### config.mk
export PLATFORM = sky130hd
export DESIGN_NAME = spq_ctrl
export DESIGN_NICKNAME = d
export VERILOG_FILES = /design/src/rtl/spq_pkg.sv /design/src/rtl/spq_ctrl.sv
export SDC_FILE = /design/constraint.sdc
export NUM_CORES = 1
export LEC_CHECK = 0
export ABC_CLOCK_PERIOD_IN_PS = 1600
export BUFFER_PORTS_ARGS = -buffer_cell sky130_fd_sc_hd__buf_2
export CORE_AREA = 2 2 39 41
export CTS_BUF_LIST = sky130_fd_sc_hd__clkbuf_2 sky130_fd_sc_hd__clkbuf_4 sky130_fd_sc_hd__clkbuf_8
export DETAILED_ROUTE_END_ITERATION = 8
export DIE_AREA = 0 0 41 43
export GPL_ROUTABILITY_DRIVEN = 0
export GPL_TIMING_DRIVEN = 0
export MAX_ROUTING_LAYER = met4
export PLACE_DENSITY = 0.35
export SETUP_SLACK_MARGIN = 0.02
export SYNTH_ARGS = -nofsm -noshare
export SYNTH_HDL_FRONTEND = slang
export SYNTH_SLANG_ARGS = --single-unit
### constraint.sdc
create_clock -name clk_i -period 1.6 [get_ports clk_i]
set_input_delay 0.4 -clock clk_i [delete_from_list [all_inputs] [get_ports clk_i]]
set_output_delay 0.4 -clock clk_i [all_outputs]
set_load 0.1 [all_outputs]
### src/rtl/spq_pkg.sv
// shared constants, types and codes for the priority queue
`default_nettype none
package spq_pkg;
  localparam int CAPACITY = 128;
  localparam int POS_W    = $clog2(CAPACITY);
  localparam int CNT_W    = $clog2(CAPACITY + 1);
  localparam int ID_W     = 31;
  localparam int PRIO_W   = 3;
  localparam int OPRI_W   = 2;
  localparam int ARR_W    = 8;
  localparam int OPOS_W   = 7;
  localparam int STAT_W   = 3;
  localparam int CMD_W    = 2;

  typedef enum logic [CMD_W-1:0] {
    CMD_INSERT = 2'd0,
    CMD_SERVE  = 2'd1,
    CMD_LOOKUP = 2'd2
  } cmd_e;

  typedef enum logic [STAT_W-1:0] {
    ST_OK        = 3'd0,
    ST_FULL      = 3'd1,
    ST_DUP       = 3'd2,
    ST_ZERO_ID   = 3'd3,
    ST_BAD_PRIO  = 3'd4,
    ST_NONE_WAIT = 3'd5,
    ST_NOT_FOUND = 3'd6
  } status_e;

  typedef struct packed {
    logic load;
    logic exec;
  } ctrl_t;

  typedef struct packed {
    logic has_result;
  } stat_t;
endpackage
`default_nettype wire

### src/rtl/spq_ctrl.sv
// sequencing state machine of the priority queue
`default_nettype none
module spq_ctrl (
  input  wire logic           clk_i,
  input  wire logic           rst_ni,
  input  wire logic           in_valid_i,
  output logic                in_ready_o,
  output logic                out_valid_o,
  input  wire logic           out_ready_i,
  input  wire spq_pkg::stat_t stat_i,
  output spq_pkg::ctrl_t      ctrl_o
);
  typedef enum logic [2:0] {
    S_IDLE = 3'b001,
    S_EXEC = 3'b010,
    S_OUT  = 3'b100
  } state_e;

  state_e state_q, state_d;

  assign in_ready_o   = (state_q == S_IDLE) || ((state_q == S_OUT) && out_ready_i);
  assign out_valid_o  = (state_q == S_OUT);
  assign ctrl_o.load  = in_valid_i && in_ready_o;
  assign ctrl_o.exec  = (state_q == S_EXEC);

  always_comb begin
    state_d = state_q;
    unique case (state_q)
      S_IDLE: if (ctrl_o.load) state_d = S_EXEC;
      S_EXEC: state_d = stat_i.has_result ? S_OUT : S_IDLE;
      S_OUT: begin
        if (out_ready_i) state_d = ctrl_o.load ? S_EXEC : S_IDLE;
      end
      default: state_d = S_IDLE;
    endcase
  end

  always_ff @(posedge clk_i or negedge rst_ni) begin
    if (!rst_ni) state_q <= S_IDLE;
    else         state_q <= state_d;
  end
endmodule
`default_nettype wire

==> run summary <==
Run status -> finished, violations left
Failing checks -> negative setup slack
Clock Latency Late Sink -> 0.23 ns
Core area -> 1380 um2
Met3 Track Usage GR -> 1.57%
Routed via count -> 207
PortBufs -> 8
First-pass GRT wire length -> 759 um
Yosys Warn Count -> 0
Final Instance Area -> 430 um2
Drt via density -> 3.83
Vias in the first global route -> 207
IO Count -> 9
Post-synthesis register bit count -> 3
Max reg flops -> 3
Layout cells sized above 1 -> 71.1%
Grt peak-use layer -> met2
RSZ-0062 raised after global routing -> yes
Least-Margin Pin Slew -> 0.215 ns
Pleak -> 0.172 nW
DRC -> 0
Antenna cells -> 0
Reg with most FFs -> state_q
Area growth, synth to finish -> 132%
TNS Setup -> -0.353 ns
CTS tree -> yes
Hold Crit Class -> input port to flip-flop
Fin crit period -> 1.76 ns
Pre-antenna DRT Iters -> 3
Synth area leader -> dfrtp_1
Synthesized instance count -> 21
Initial antenna violation count -> 0
CP max FO -> 6
WL per Instance -> 8.41 um
Pwr Density -> 1590 nW/um2
Clock skew -> 0.00198 ns
Rows -> 14
# fillers -> 147
CP endpoint kind -> primary output
Endpoints failing setup -> 3
Worst path arrival time -> 1.36 ns
TritonCTS buffer count -> 3
Max-Cap Viols -> 0
Yosys cell types -> 12
Post-Route WL -> 454 um
Initial Utilization -> 13.4%
Type of origin of the critical path -> flip-flop
Routed Antenna Nets -> 0
Commonest non-fill, non-tap cells in the layout -> nor3_1, clkbuf_4, buf_2, buf_4, buf_12
Sequential-to-total area share from yosys stat -> 41.2%
Final period util -> 110%
CP Data Required Time -> 1.20 ns
Chip height -> 43 um
Initial DRC Count -> 2
GRT Util Overall -> 6.91%
Maximum number of pins on one net before global-route repair -> 7
Count of final max-slew check failures -> 0
Clock Sinks -> 3
Nets -> 44
Die W -> 41 um
Peak VDD IR -> 0.590 mV
Syn_nets -> 26
Mapped cell area -> 185 um2
Fin. Hold Viols -> 0
Regs by FF count -> state_q: 3 flops
Synthesized area per cell -> 8.82 um2
Dpl hpwl -> 327 um
Met2 usage -> 9.06%
Fin Hold WS -> 0.468 ns
Area contributors post-synth -> dfrtp_1, dfstp_2, nor3b_1
Critical path class -> flip-flop to primary output
GRT overflow -> 0
Post-Place Cell Area -> 289 um2
Slew margin rel. -> 85.3%
Die area -> 1760 um2
Clock root buffer -> clkbuf_4
Post-synth top area share -> 27.0%
Met1 usage -> 7.44%
H-tree levels -> 1
Final WS setup -> -0.164 ns
Worst-path clk slew -> 0.04 ns
Maximum clock frequency -> 567 MHz
Clk buf depth -> 2
==> through the flow <==
step | setup WS [ns] | instances | power [mW] | util [%]
CTS | -0.178 | 54 | 0.689 | 30.2
finish | -0.164 | 54 | 0.685 | 31.1
detailed placement | -0.199 | 45 | 0.428 | 20.9
global placement | -0.201 | 45 | 0.428 | 20.9
floorplan | -0.383 | 21 | 0.389 | -
global route | -0.211 | 54 | 0.728 | 31.1
==> routing by layer <==
| metal | vias up | part of all wire, % |
|---|---|---|
| li1 | 106 | - |
| met1 | 96 | 38 |
| met2 | 5 | 57 |
| met3 | 0 | 4.8 |
| met4 | 0 | 0 |
| met5 | - | 0 |
==> cell type report <==
cell class / instances / area [um2] / share of cell area, %
repair buffers: 14 / 143 / 33.1
well taps: 16 / 20.0 / 4.65
clock buffers: 4 / 30.0 / 6.98
multi-input cells: 17 / 159 / 36.9
flip-flops and latches: 3 / 78.8 / 18.3
==> synth_stat cells <==
master    count
nor2b_1       1
o22a_1        1
nor2b_2       1
nor3b_1       3
buf_4         1
nand2_1       2
nor3_1        4
dfstp_2       1
mux2i_1       1
nor2_1        3
dfrtp_1       2
nand2b_1      1
==> kinds of logic (layout without fill, tap and decap cells) <==
group                  after synthesis  count (layout)  synth area share (%)
AO/OA/AOI/OAI                        1               1                  4.73
buffers and inverters                1              18                  4.06
flip-flops                           3               3                  41.2
multiplexers                         1               1                  5.41
AND/OR/NAND/NOR                     15              15                  44.6
==> what timing repair did <==
action / 4_1_cts / 5_1_grt
hold endpoints to repair: 2 / 0
pin swaps: 3 / 2
setup buffers: 4 / 1
endpoints found under the setup margin: 4 / 4
gates resized for setup: 17 / 3
hold buffers: 1 / 0
==> power by group <==
part	switching (mW)	internal [mW]	leakage, nW
Clock	0.0389	0.110	0.0184
Combinational	0.232	0.167	0.120
Sequential	0.0372	0.0995	0.0343
==> worst max-delay path: stages, from the launching register on <==
cell and delay [ns]:
dfrtp_2 0.48, mux2i_4 0.23, nor3b_4 0.22, buf_12 0.20
==> final timing paths <==
path,from,to,slack (ns),depth (start not counted)
min reg2reg,state_q[1],state_q[1],0.54,1
max in group asynchronous,rst_ni,state_q[0],0.91,2
max,state_q[2],ctrl_o[1],-0.16,3
min,in_valid_i,state_q[1],0.47,2
max reg2reg,state_q[0],state_q[0],0.43,4
min in group asynchronous,rst_ni,state_q[1],0.49,2
No activity file was read; power rests on OpenSTA's default activity.
